<file path="src/hw/rtl/atr_pkg.sv">
`default_nettype none

package atr_pkg;

  // Fixed field widths of the price bar and the smoothed range
  localparam int PRICE_BITS   = 32;
  localparam int FRAC_BITS    = 16;
  localparam int ATR_BITS     = PRICE_BITS + FRAC_BITS;
  localparam int ATR_HALF     = ATR_BITS / 2;

  // Averaging period register
  localparam int PERIOD_BITS  = 11;
  localparam int PERIOD_LIMIT = (2 ** PERIOD_BITS) - 1;
  localparam logic [PERIOD_BITS-1:0] PERIOD_RESET = 11'd14;

  // Command queue between front and back
  localparam int QUEUE_DEPTH  = 2;

  // Kind of bar handed to the back end
  typedef enum logic {
    OP_FIRST = 1'b0,  // no previous close, nothing to accumulate
    OP_RANGE = 1'b1   // true range present
  } atr_op_e;

  typedef struct packed {
    atr_op_e                op;
    logic [PRICE_BITS-1:0]  range;
  } atr_cmd_t;

endpackage

`default_nettype wire

</file>
<file path="src/hw/rtl/atr_front.sv">
`default_nettype none

module atr_front (
  input  wire logic                          clk_i,
  input  wire logic                          rst_ni,
  input  wire logic                          push_i,
  input  wire logic                          q_full_i,
  input  wire logic [atr_pkg::PRICE_BITS-1:0] bar_high_i,
  input  wire logic [atr_pkg::PRICE_BITS-1:0] bar_low_i,
  input  wire logic [atr_pkg::PRICE_BITS-1:0] bar_close_i,
  output logic                               q_push_o,
  output atr_pkg::atr_cmd_t                  cmd_o
);
  import atr_pkg::*;

  logic [PRICE_BITS-1:0] last_close_q, last_close_d;
  logic                  have_close_q, have_close_d;
  logic                  accept;
  logic                  hl_ge;
  logic [PRICE_BITS-1:0] hl_diff;
  logic [PRICE_BITS-1:0] hc_diff;
  logic [PRICE_BITS-1:0] lc_diff;
  logic [PRICE_BITS-1:0] tr;

  assign accept   = push_i & ~q_full_i;
  assign q_push_o = accept;

  // Form the true range against the stored close
  always_comb begin
    hl_ge   = bar_high_i >= bar_low_i;
    hl_diff = bar_high_i - bar_low_i;
    hc_diff = (bar_high_i >= last_close_q) ? (bar_high_i - last_close_q)
                                           : (last_close_q - bar_high_i);
    lc_diff = (bar_low_i >= last_close_q) ? (bar_low_i - last_close_q)
                                          : (last_close_q - bar_low_i);
    tr      = (hc_diff >= lc_diff) ? hc_diff : lc_diff;
    // high below low counts as negative and never wins
    if (hl_ge && (hl_diff > tr)) begin
      tr = hl_diff;
    end
  end

  // Classify the beat for the back end
  always_comb begin
    cmd_o.op    = have_close_q ? OP_RANGE : OP_FIRST;
    cmd_o.range = have_close_q ? tr : '0;
  end

  // Hold the previous close
  always_comb begin
    last_close_d = last_close_q;
    have_close_d = have_close_q;
    if (accept) begin
      last_close_d = bar_close_i;
      have_close_d = 1'b1;
    end
  end

  always_ff @(posedge clk_i or negedge rst_ni) begin
    if (!rst_ni) begin
      last_close_q <= '0;
      have_close_q <= 1'b0;
    end else begin
      last_close_q <= last_close_d;
      have_close_q <= have_close_d;
    end
  end

endmodule

`default_nettype wire

</file>
<file path="src/hw/rtl/atr_queue.sv">
`default_nettype none

module atr_queue (
  input  wire logic              clk_i,
  input  wire logic              rst_ni,
  input  wire logic              push_i,
  input  atr_pkg::atr_cmd_t      wdata_i,
  output logic                   full_o,
  input  wire logic              pop_i,
  output atr_pkg::atr_cmd_t      rdata_o,
  output logic                   empty_o
);
  import atr_pkg::*;

  localparam int PTR_BITS = (QUEUE_DEPTH > 1) ? $clog2(QUEUE_DEPTH) : 1;
  localparam int CNT_BITS = $clog2(QUEUE_DEPTH + 1);

  atr_cmd_t              entry_q [QUEUE_DEPTH];
  logic [PTR_BITS-1:0]   wr_ptr_q, wr_ptr_d;
  logic [PTR_BITS-1:0]   rd_ptr_q, rd_ptr_d;
  logic [CNT_BITS-1:0]   count_q, count_d;
  logic                  do_push;
  logic                  do_pop;

  assign full_o  = (count_q == CNT_BITS'(QUEUE_DEPTH));
  assign empty_o = (count_q == '0);
  assign rdata_o = entry_q[rd_ptr_q];
  assign do_push = push_i & ~full_o;
  assign do_pop  = pop_i & ~empty_o;

  // Advance pointers and fill level
  always_comb begin
    wr_ptr_d = wr_ptr_q;
    rd_ptr_d = rd_ptr_q;
    count_d  = count_q;
    if (do_push) begin
      wr_ptr_d = (wr_ptr_q == PTR_BITS'(QUEUE_DEPTH - 1)) ? '0 : wr_ptr_q + 1'b1;
    end
    if (do_pop) begin
      rd_ptr_d = (rd_ptr_q == PTR_BITS'(QUEUE_DEPTH - 1)) ? '0 : rd_ptr_q + 1'b1;
    end
    if (do_push && !do_pop) begin
      count_d = count_q + 1'b1;
    end else if (do_pop && !do_push) begin
      count_d = count_q - 1'b1;
    end
  end

  always_ff @(posedge clk_i or negedge rst_ni) begin
    if (!rst_ni) begin
      wr_ptr_q <= '0;
      rd_ptr_q <= '0;
      count_q  <= '0;
    end else begin
      wr_ptr_q <= wr_ptr_d;
      rd_ptr_q <= rd_ptr_d;
      count_q  <= count_d;
    end
  end

  // Store the incoming beat
  always_ff @(posedge clk_i) begin
    if (do_push) begin
      entry_q[wr_ptr_q] <= wdata_i;
    end
  end

endmodule

`default_nettype wire

</file>
<file path="src/hw/rtl/atr_back.sv">
`default_nettype none

module atr_back #(
  parameter int PERIOD_MAX = 1024
) (
  input  wire logic                           clk_i,
  input  wire logic                           rst_ni,
  input  wire logic [atr_pkg::PERIOD_BITS-1:0] period_i,
  input  wire logic                           q_empty_i,
  input  atr_pkg::atr_cmd_t                   q_data_i,
  output logic                                q_pop_o,
  output logic                                empty_o,
  input  wire logic                           pop_i,
  output logic [atr_pkg::ATR_BITS-1:0]        avg_range_o,
  output logic                                atr_valid_o,
  output logic [atr_pkg::PRICE_BITS-1:0]      range_of_bar_o
);
  import atr_pkg::*;

  localparam int NMAX      = (PERIOD_MAX < PERIOD_LIMIT) ? PERIOD_MAX : PERIOD_LIMIT;
  localparam int N_BITS    = $clog2(NMAX + 1);
  localparam int SUM_BITS  = PRICE_BITS + N_BITS;
  localparam int DIV_BITS  = ATR_BITS + N_BITS + 1;
  localparam int CNT_BITS  = $clog2(DIV_BITS);
  localparam int PROD_BITS = N_BITS + ATR_HALF;

  typedef enum logic [4:0] {
    ST_IDLE   = 5'b00001,
    ST_MUL_LO = 5'b00010,
    ST_MUL_HI = 5'b00100,
    ST_DIV    = 5'b01000,
    ST_WRITE  = 5'b10000
  } back_state_e;

  back_state_e             state_q, state_d;
  logic [N_BITS-1:0]       seen_q, seen_d;
  logic [SUM_BITS-1:0]     sum_q, sum_d;
  logic [ATR_BITS-1:0]     atr_q, atr_d;
  logic                    ready_q, ready_d;
  logic [PRICE_BITS-1:0]   range_q, range_d;
  logic [DIV_BITS-1:0]     dq_q, dq_d;
  logic [N_BITS-1:0]       rem_q, rem_d;
  logic [CNT_BITS-1:0]     cnt_q, cnt_d;
  logic                    out_valid_q, out_valid_d;
  logic [ATR_BITS-1:0]     out_atr_q, out_atr_d;
  logic                    out_ready_q, out_ready_d;
  logic [PRICE_BITS-1:0]   out_range_q, out_range_d;

  logic [N_BITS-1:0]       n_eff;
  logic [N_BITS-1:0]       n_m1;
  logic [SUM_BITS-1:0]     sum_next;
  logic [N_BITS-1:0]       seen_next;
  logic [ATR_HALF-1:0]     mul_a;
  logic [PROD_BITS-1:0]    prod;
  logic [N_BITS:0]         trial;
  logic [N_BITS:0]         trial_sub;
  logic                    take_bit;
  logic [N_BITS-1:0]       rem_next;
  logic                    out_free;

  // Clamp the period into 1..NMAX
  always_comb begin
    if (period_i == '0) begin
      n_eff = N_BITS'(1);
    end else if (period_i > PERIOD_BITS'(NMAX)) begin
      n_eff = N_BITS'(NMAX);
    end else begin
      n_eff = N_BITS'(period_i);
    end
  end

  assign n_m1      = n_eff - 1'b1;
  assign sum_next  = sum_q + SUM_BITS'(q_data_i.range);
  assign seen_next = seen_q + 1'b1;

  // Shared multiplier: one half of the ATR per cycle
  assign mul_a = (state_q == ST_MUL_HI) ? atr_q[ATR_BITS-1:ATR_HALF] : atr_q[ATR_HALF-1:0];
  assign prod  = {{ATR_HALF{1'b0}}, n_m1} * {{N_BITS{1'b0}}, mul_a};

  // Restoring divider step, one quotient bit per cycle
  assign trial     = {rem_q, dq_q[DIV_BITS-1]};
  assign take_bit  = trial >= {1'b0, n_eff};
  assign trial_sub = trial - {1'b0, n_eff};
  assign rem_next  = take_bit ? trial_sub[N_BITS-1:0] : trial[N_BITS-1:0];

  assign out_free = ~out_valid_q | pop_i;
  assign q_pop_o  = (state_q == ST_IDLE) & ~q_empty_i;

  // Sequence warm-up, smoothing and result handoff
  always_comb begin
    state_d     = state_q;
    seen_d      = seen_q;
    sum_d       = sum_q;
    atr_d       = atr_q;
    ready_d     = ready_q;
    range_d     = range_q;
    dq_d        = dq_q;
    rem_d       = rem_q;
    cnt_d       = cnt_q;
    out_valid_d = out_valid_q;
    out_atr_d   = out_atr_q;
    out_ready_d = out_ready_q;
    out_range_d = out_range_q;

    // drop the result once taken
    if (pop_i && out_valid_q) begin
      out_valid_d = 1'b0;
    end

    case (state_q)
      ST_IDLE: begin
        if (!q_empty_i) begin
          range_d = q_data_i.range;
          if (q_data_i.op == OP_FIRST) begin
            state_d = ST_WRITE;
          end else if (ready_q) begin
            state_d = ST_MUL_LO;
          end else begin
            sum_d  = sum_next;
            seen_d = seen_next;
            if (seen_next >= n_eff) begin
              dq_d    = DIV_BITS'({sum_next, {FRAC_BITS{1'b0}}});
              rem_d   = '0;
              cnt_d   = CNT_BITS'(DIV_BITS - 1);
              state_d = ST_DIV;
            end else begin
              state_d = ST_WRITE;
            end
          end
        end
      end
      ST_MUL_LO: begin
        dq_d    = DIV_BITS'(prod) + DIV_BITS'({range_q, {FRAC_BITS{1'b0}}});
        state_d = ST_MUL_HI;
      end
      ST_MUL_HI: begin
        dq_d    = dq_q + (DIV_BITS'(prod) << ATR_HALF);
        rem_d   = '0;
        cnt_d   = CNT_BITS'(DIV_BITS - 1);
        state_d = ST_DIV;
      end
      ST_DIV: begin
        dq_d  = {dq_q[DIV_BITS-2:0], take_bit};
        rem_d = rem_next;
        cnt_d = cnt_q - 1'b1;
        if (cnt_q == '0) begin
          atr_d   = {dq_q[ATR_BITS-2:0], take_bit};
          ready_d = 1'b1;
          state_d = ST_WRITE;
        end
      end
      ST_WRITE: begin
        if (out_free) begin
          out_valid_d = 1'b1;
          out_atr_d   = ready_q ? atr_q : '0;
          out_ready_d = ready_q;
          out_range_d = range_q;
          state_d     = ST_IDLE;
        end
      end
      default: begin
        state_d = ST_IDLE;
      end
    endcase
  end

  always_ff @(posedge clk_i or negedge rst_ni) begin
    if (!rst_ni) begin
      state_q     <= ST_IDLE;
      seen_q      <= '0;
      sum_q       <= '0;
      atr_q       <= '0;
      ready_q     <= 1'b0;
      out_valid_q <= 1'b0;
    end else begin
      state_q     <= state_d;
      seen_q      <= seen_d;
      sum_q       <= sum_d;
      atr_q       <= atr_d;
      ready_q     <= ready_d;
      out_valid_q <= out_valid_d;
    end
  end

  always_ff @(posedge clk_i) begin
    range_q     <= range_d;
    dq_q        <= dq_d;
    rem_q       <= rem_d;
    cnt_q       <= cnt_d;
    out_atr_q   <= out_atr_d;
    out_ready_q <= out_ready_d;
    out_range_q <= out_range_d;
  end

  assign empty_o        = ~out_valid_q;
  assign avg_range_o    = out_atr_q;
  assign atr_valid_o    = out_ready_q;
  assign range_of_bar_o = out_range_q;

endmodule

`default_nettype wire

</file>
<file path="src/hw/rtl/average_true_range_unit.sv">
// Channel   Direction  Handshake            Beat
// bars      in         push / full          bar_high_i, bar_low_i, bar_close_i
// results   out        empty / pop          avg_range_o, atr_valid_o, range_of_bar_o
// config    in         cfg_we_i (no wait)   cfg_wdata_i -> averaging period
//
// A smoothing bar passes the back end as queue pop, two multiply passes, one quotient
// bit a cycle, output load. The bar that forms the first average skips the multiply
// passes; warm-up bars that only accumulate and the first bar after reset go from
// the queue pop straight to the output load. A bar is registered in the queue before
// the back end sees it; a result waiting for pop holds the back end in its write step,
// while the two-entry queue keeps taking bars until it fills.
// Reset clears all running state at once; no clearing pass is needed.
`default_nettype none

module average_true_range_unit #(
  parameter int PERIOD_MAX = 1024
) (
  input  wire logic                           clk_i,
  input  wire logic                           rst_ni,
  input  wire logic                           push,
  output logic                                full,
  input  wire logic [atr_pkg::PRICE_BITS-1:0]  bar_high_i,
  input  wire logic [atr_pkg::PRICE_BITS-1:0]  bar_low_i,
  input  wire logic [atr_pkg::PRICE_BITS-1:0]  bar_close_i,
  output logic                                empty,
  input  wire logic                           pop,
  output logic [atr_pkg::ATR_BITS-1:0]        avg_range_o,
  output logic                                atr_valid_o,
  output logic [atr_pkg::PRICE_BITS-1:0]      range_of_bar_o,
  input  wire logic                           cfg_we_i,
  input  wire logic [atr_pkg::PERIOD_BITS-1:0] cfg_wdata_i
);
  import atr_pkg::*;

  logic [PERIOD_BITS-1:0] period_q, period_d;
  logic                   q_push;
  logic                   q_full;
  logic                   q_pop;
  logic                   q_empty;
  atr_cmd_t               q_wdata;
  atr_cmd_t               q_rdata;

  // Hold the averaging period
  always_comb begin
    period_d = period_q;
    if (cfg_we_i) begin
      period_d = cfg_wdata_i;
    end
  end

  always_ff @(posedge clk_i or negedge rst_ni) begin
    if (!rst_ni) begin
      period_q <= PERIOD_RESET;
    end else begin
      period_q <= period_d;
    end
  end

  assign full = q_full;

  atr_front u_front (
    .clk_i       (clk_i),
    .rst_ni      (rst_ni),
    .push_i      (push),
    .q_full_i    (q_full),
    .bar_high_i  (bar_high_i),
    .bar_low_i   (bar_low_i),
    .bar_close_i (bar_close_i),
    .q_push_o    (q_push),
    .cmd_o       (q_wdata)
  );

  atr_queue u_queue (
    .clk_i   (clk_i),
    .rst_ni  (rst_ni),
    .push_i  (q_push),
    .wdata_i (q_wdata),
    .full_o  (q_full),
    .pop_i   (q_pop),
    .rdata_o (q_rdata),
    .empty_o (q_empty)
  );

  atr_back #(
    .PERIOD_MAX (PERIOD_MAX)
  ) u_back (
    .clk_i          (clk_i),
    .rst_ni         (rst_ni),
    .period_i       (period_q),
    .q_empty_i      (q_empty),
    .q_data_i       (q_rdata),
    .q_pop_o        (q_pop),
    .empty_o        (empty),
    .pop_i          (pop),
    .avg_range_o    (avg_range_o),
    .atr_valid_o    (atr_valid_o),
    .range_of_bar_o (range_of_bar_o)
  );

endmodule

`default_nettype wire

</file>
<file path="config.mk">
export PLATFORM = sky130hd
export DESIGN_NAME = average_true_range_unit
export DESIGN_NICKNAME = d
export VERILOG_FILES = /design/src/hw/rtl/atr_pkg.sv /design/src/hw/rtl/atr_front.sv /design/src/hw/rtl/atr_queue.sv /design/src/hw/rtl/atr_back.sv /design/src/hw/rtl/average_true_range_unit.sv
export SDC_FILE = /design/constraint.sdc
export NUM_CORES = 2
export LEC_CHECK = 0
export BUFFER_PORTS_ARGS = -buffer_cell sky130_fd_sc_hd__clkbuf_2
export CORE_UTILIZATION = 58
export DETAILED_ROUTE_END_ITERATION = 10
export PLACE_DENSITY = 0.78
export SLEW_MARGIN = 20
export SYNTH_ARGS = -nofsm -noshare
export SYNTH_HDL_FRONTEND = slang
export SYNTH_SLANG_ARGS = --single-unit
</file>
<file path="constraint.sdc">
create_clock -name clk_i -period 25.2 [get_ports clk_i]
set_input_delay 3.78 -clock clk_i [delete_from_list [all_inputs] [get_ports clk_i]]
set_output_delay 3.78 -clock clk_i [all_outputs]
set_load 0.01 [all_outputs]
</file>
**Word level (Yosys, flattened, before mapping)**

Memory sizes are Yosys's and may differ from the RTL's.
Index checks and enable logic that the tools add are counted.

- Add/sub/neg operators: 16
- Multiply operators: 1
- $lt $le $gt $ge: 8
- Eq/ne operators: 12
- Muxes and demuxes: 41
- Bitwise logic cells: 9
- Reductions and logical operators: 19

Operators by type and width:

| kind | count |
|---|---|
| 2-to-1 mux 60 bit | 4 |
| one-hot mux 60 bit (4 select lines) | 1 |
| 2-to-1 mux 32 bit | 5 |
| subtractor 32 bit | 5 |
| >= comparator 32 bit | 4 |
| 2-to-1 mux 11 bit | 7 |
| adder 60 x 59 -> 60 bit | 1 |
| adder 35 x 48 -> 49 bit | 1 |
| adder 43 x 32 -> 43 bit | 1 |
| multiplier 11 x 24 -> 35 bit | 1 |
| one-hot mux 11 bit (3 select lines) | 1 |
| greater-than comparator 32 bit | 1 |
| 2-to-1 mux 5 bit | 6 |
| one-hot mux 5 bit (5 select lines) | 1 |
| 2-to-1 mux 24 bit | 1 |
| 2-to-1 mux 6 bit | 4 |
| one-hot mux 6 bit (3 select lines) | 1 |
| >= comparator 12 x 11 -> 1 bit | 1 |
| adder 11 x 1 -> 11 bit (second input constant) | 1 |
| >= comparator 11 bit | 1 |
| greater-than comparator 11 bit (second input constant) | 1 |
| logical NOT 11 bit | 1 |
| subtractor 11 x 1 -> 11 bit (second input constant) | 1 |
| subtractor 11 bit | 1 |
| 28 further kinds | 54 |

- Register bits: 347
- RAM bits: 66
- Input port bits: 112
- Output and inout bits: 83
- Logic and storage cells: 126
- Memories: 1

Memory list:

| name | words | width | read ports | clocked after memory_dff | wr ports | RTL line | source |
|---|---|---|---|---|---|---|---|
| u_queue.entry_q | 2 | 33 | 1 | 0 | 1 | atr_queue.sv:18 | `atr_cmd_t entry_q [QUEUE_DEPTH];` |

**Depth between registers and ports, before layout**

- Word-level depth: 9
- Gate-level depth with buffers: 45

**Modules after synthesis**

A second synthesis with hierarchy kept.

- Cell total of the unflattened synthesis: 4520
- Area, all modules: 41329.6 sq um

By module, submodules not included:

| module | instances | cells an instance | area an instance (sq um) | sequential area each (sq um) |
|---|---|---|---|---|
| atr_back | 1 | 2661 | 25822.3 | 8434.3 |
| atr_front | 1 | 1714 | 12325.6 | 825.8 |
| atr_queue | 1 | 122 | 2730.1 | 2082.0 |
| average_true_range_unit | 1 | 23 | 451.7 | 279.0 |

**Worst setup path after synthesis**

OpenSTA, ideal clock, no wires.

- Path type: input to register
- From: input port bar_high_i[0] in the netlist's numbering
- To: memory u_queue.entry_q[0][9] in the netlist's numbering, data pin
- Data arrival time: 11.143 ns
- Required time: 24.958 ns
- Setup slack: 13.816 ns
- Stages on the path: 31
- Path through: inv_1 ha_1 inv_1 fa_1 a21o_1 a221oi_2 a211o_1 a31oi_1 o31a_1 or4_1 o31a_1 a32oi_1 xnor2_1 ha_1 and4_1 a221o_1 o21ai_0 o211ai_1 a21o_1 a31oi_1 clkbuf_1 buf_1 mux2i_1 ha_1 nand3_1 nor3_1 o21a_1 o22ai_1 a211oi_1 nor2_1 a2111oi_0

RTL lines:

| what | RTL line | source |
|---|---|---|
| start: declaration | average_true_range_unit.sv:22 | `input wire logic [atr_pkg::PRICE_BITS-1:0] bar_high_i,` |
| end: declaration | atr_queue.sv:18 |  |

==> run summary <==
* **setup total negative slack** 0 ns
* **number of levels in the clock H-tree** 2
* **cell count after synthesis** 4543
* **capturing point of the worst reg2reg path** u_back.dq_q[35]$_DFFE_PP_
* **endpoint class of the critical path** flip-flop
* **data arrival time of the critical path** 13.21 ns
* **syn_nets** 5277
* **combined area of all synthesized cells** 40900 um2
* **CTS Root Buffer Type** sky130_fd_sc_hd__clkbuf_16
* **clk sinks** 413
* **Worst Setup Path Type** input pin to flip-flop
* **proportion of register bits with asynchronous set or reset after synthesis** 38.0%
* **worst-case clock skew** 0.0653 ns
* **VDD IR max** 0.110 mV
* **RSZ-0062 raised after global routing** false
* **synthesis warning total** 0
* **number of pins exceeding their max-slew limit in the final report** 0
* **worst reg2reg setup slack** 12.84 ns
* **top cell type's share of synthesized area** 18.8%
* **clock transition time at the flip-flop clock pins of the worst setup and hold paths** 0.06 ns
* **Worst path max stage delay** 0.78 ns
* **Critical Path Slowest Stage Cell** sky130_fd_sc_hd__a211o_1
* **worst slack on hold paths** 0.452 ns
* **Filler Cells Inserted** 5831
* **Setup crit start kind** input pin
* **mux contribution to synthesized area** 4.27%
* **Tightest Pin Transition** 1.18 ns
* **highest attainable clock frequency** 0.0781 GHz
* **largest driver fanout on the critical path** 46
* **combinational family with the most area after synthesis** adder cells
* **sequential fraction of the synthesis area** 28.4%
* **number of setup buffers added after CTS** 0
* **total congestion overflow** 0
* **area used by sequential logic in the layout** 11600 um2
* **core outline area** 69200 um2
* **largest net degree at the start of global routing** 68
* **final layout net count** 5371
* **overall routing resource usage** 35.3%
* **cell repeated most along the worst path** sky130_fd_sc_hd__inv_1
* **number of detailed-routing iterations run before antenna repair** 9
* **total of hold buffers inserted after clock tree synthesis** 0
* **remaining number of nets flagged by the antenna check after routing** 0
* **number of synthesized flops with an enable pin** 256
* **proportion of layout cells with a drive suffix above 1** 10.0%
* **cell leakage power** 0.0207 uW
* **clock buffers created by TritonCTS** 49
* **Post-synth top flop** sky130_fd_sc_hd__edfxtp_1
* **Layout Area Growth over Synthesis** 8.60%
* **Final period util** 50.8%
* **CP required** 25.61 ns
* **DRC viols** 0
* **wire length of the first global-routing pass** 195000 um
* **Die Footprint** 71500 um2
* **vias in the first global route** 34500
* **dpl hpwl** 99600 um
* **reg2reg path depth** 35
* **simple-gate share of the synthesized area** 15.3%
* **Post-Synth Adder-Cell Area** 22.8%
* **register bit count reported by yosys** 413
* **xor-xnor portion of the synthesized cell area** 5.38%
* **clock latency at the later pin of the worst-skew pair** 0.66 ns
* **iteration-0 DRC count of the detailed router** 3693
* **multi-input logic area** 27000 um2
* **post-layout minimum cycle time** 12.80 ns
* **number of cells on the worst hold path** 0
* **final routed wire length divided by cell count** 22.4 um
* **clock tree from TritonCTS** done
* **Hold Path End** u_back.range_of_bar_o[14]$_DFFE_PP_
* **Setup-failing EPs final** 0
* **HP Start** u_back.range_q[14]$_DFFE_PP_
* **status** complete, no violations
* **initial antenna violation count** 1
* **class of the worst hold path** flip-flop to flip-flop
* **Longest Clk Path Bufs** 3
* **synthesized area per cell** 8.99 um2
* **biggest area consumer among synthesized cells** sky130_fd_sc_hd__edfxtp_1
* **unique cell type count in the Yosys netlist** 90
* **max_slew headroom** 20.6%
* **FF-to-FF Start** period_q[3]$_DFFE_PN1P_
* **I/O pin count** 195
* **initial cell density of the core** 59.0%
* **post-cts gate resize count** 0
* **number of vias per cell** 6.26
* **final RePlAce weighted congestion** 1.00
* **width of the chip** 267 um
* **Row Count** 96
* **Die Y-Extent** 267 um
* **total power density per cell area** 144 nW/um2
* **via count** 35100
* **Hold Vio Cnt, Final** 0
* **synth top area cells** sky130_fd_sc_hd__edfxtp_1 19%, sky130_fd_sc_hd__ha_1 13%, sky130_fd_sc_hd__fa_1 10%, sky130_fd_sc_hd__dfrtp_1 9.4%, sky130_fd_sc_hd__nand2_1 5.3%
* **# Max-Cap Violations** 0
* **count of port buffers added during placement** 194
* **Detailed Route WL** 125000 um
* **compound-gate portion of the synthesized area** 18.2%
[worst max path at each step]
stage | startpoint | endpoint | slack, ns
4_1_cts | bar_low_i[0] | u_queue.entry_q[0][31]$_DFFE_PP_ | 12.63
2_1_floorplan | bar_high_i[0] | u_queue.entry_q[0][9]$_DFFE_PP_ | 13.82
6_report | bar_low_i[0] | u_queue.entry_q[1][31]$_DFFE_PP_ | 12.40
3_3_place_gp | bar_high_i[0] | u_queue.entry_q[0][31]$_DFFE_PP_ | 12.22
3_5_place_dp | bar_high_i[0] | u_queue.entry_q[1][31]$_DFFE_PP_ | 12.05
5_1_grt | bar_low_i[0] | u_queue.entry_q[0][4]$_DFFE_PP_ | 11.90
[synthesized netlist by cell type (37+ instances only)]
cell,number
sky130_fd_sc_hd__nand2_1,582
sky130_fd_sc_hd__ha_1,416
sky130_fd_sc_hd__inv_1,400
sky130_fd_sc_hd__a21oi_1,313
sky130_fd_sc_hd__nor2_1,279
sky130_fd_sc_hd__edfxtp_1,256
sky130_fd_sc_hd__o21ai_0,247
sky130_fd_sc_hd__fa_1,206
sky130_fd_sc_hd__xnor2_1,167
sky130_fd_sc_hd__clkbuf_1,159
sky130_fd_sc_hd__dfrtp_1,153
sky130_fd_sc_hd__a21o_1,144
sky130_fd_sc_hd__mux2_2,97
sky130_fd_sc_hd__and2_1,85
sky130_fd_sc_hd__xor2_1,84
sky130_fd_sc_hd__nand3_1,75
sky130_fd_sc_hd__nor3_1,66
sky130_fd_sc_hd__mux2i_1,64
sky130_fd_sc_hd__nand4_1,55
sky130_fd_sc_hd__a211oi_1,48
sky130_fd_sc_hd__nand2b_1,47
sky130_fd_sc_hd__o21a_1,47
sky130_fd_sc_hd__o21bai_1,44
sky130_fd_sc_hd__a31oi_1,38
sky130_fd_sc_hd__and3_1,37
[routing by layer]
layer / vias to the layer above / track usage (%) / part of all wire, %
li1: 16200 / - / -
met1: 16900 / 46.0 / 40
met2: 1708 / 57.1 / 46
met3: 305 / 5.72 / 8.6
met4: 0 / 17.1 / 5.3
met5: - / 0 / 0
[through the flow]
step	util (%)	power, uW	cells	area (um2)	worst slack [ns]
6_report	64.1	6380	5611	44400	12.40
5_1_grt	64.1	6810	5610	44400	11.90
4_1_cts	64.1	6280	5609	44400	12.63
3_5_place_dp	61.6	5490	5517	42600	12.05
3_3_place_gp	61.6	5420	5517	42600	12.22
2_1_floorplan	-	4280	4543	40900	13.82
[critical path, delay by kind of cell]
kind,cells,cell delay [ns]
and+or+nand+nor,4,1.04
muxes,2,0.84
xor gates and xnor gates,1,0.35
AOI/OAI and AO/OA,17,4.39
adders and majority gates,4,1.19
buffers and inverters,6,1.55
[sequential cells by signal, indices dropped and copies added, names as in the netlist, 32 cells and up]
name and flops:
u_queue.entry_q 66, u_back.dq_q 60, u_back.atr_q 48, u_back.avg_range_o 48, u_back.sum_q 43, u_back.range_of_bar_o 32
u_back.range_q 32, u_front.last_close_q 32
[cell type report]
cell class,instances,area share [%]
diodes,2,0.0113
clock buffers,58,2.98
clock inverters,34,0.908
inverters,401,3.39
multi-input cells,3535,61.0
flip-flops and latches,413,26.2
well taps,931,2.63
repair buffers,237,2.93
[power by group]
part | leakage [uW] | total, uW | switching (uW) | internal (uW)
sequential | 0.00441 | 1300 | 155 | 1150
clock | 0.000829 | 747 | 323 | 425
combinational | 0.0155 | 4330 | 2730 | 1600
total | 0.0207 | 6380 | 3210 | 3170
[cells by family after synthesis]
kind of cell             after synthesis
AND/OR/NAND/NOR                     1358
AO/OA/AOI/OAI                       1142
adder cells (fa/ha/maj)              622
buffers and inverters                595
flip-flops                           413
XOR/XNOR                             251
multiplexers                         162
[placed cells by master, fill, tap and decap left out, types with 97 or more instances in the layout]
| cell | netlist | routed |
|---|---|---|
| sky130_fd_sc_hd__inv_1 | 400 | 399 |
| sky130_fd_sc_hd__fa_1 | 206 | 206 |
| sky130_fd_sc_hd__o21ai_0 | 247 | 247 |
| sky130_fd_sc_hd__xnor2_1 | 167 | 166 |
| sky130_fd_sc_hd__ha_1 | 416 | 416 |
| sky130_fd_sc_hd__a21o_1 | 144 | 144 |
| sky130_fd_sc_hd__a21oi_1 | 313 | 312 |
| sky130_fd_sc_hd__nand2_1 | 582 | 582 |
| sky130_fd_sc_hd__edfxtp_1 | 256 | 256 |
| sky130_fd_sc_hd__mux2_2 | 97 | 97 |
| sky130_fd_sc_hd__dfrtp_1 | 153 | 153 |
| sky130_fd_sc_hd__clkbuf_2 | 1 | 193 |
| sky130_fd_sc_hd__nor2_1 | 279 | 277 |
No activity file was read; power rests on OpenSTA's default activity.
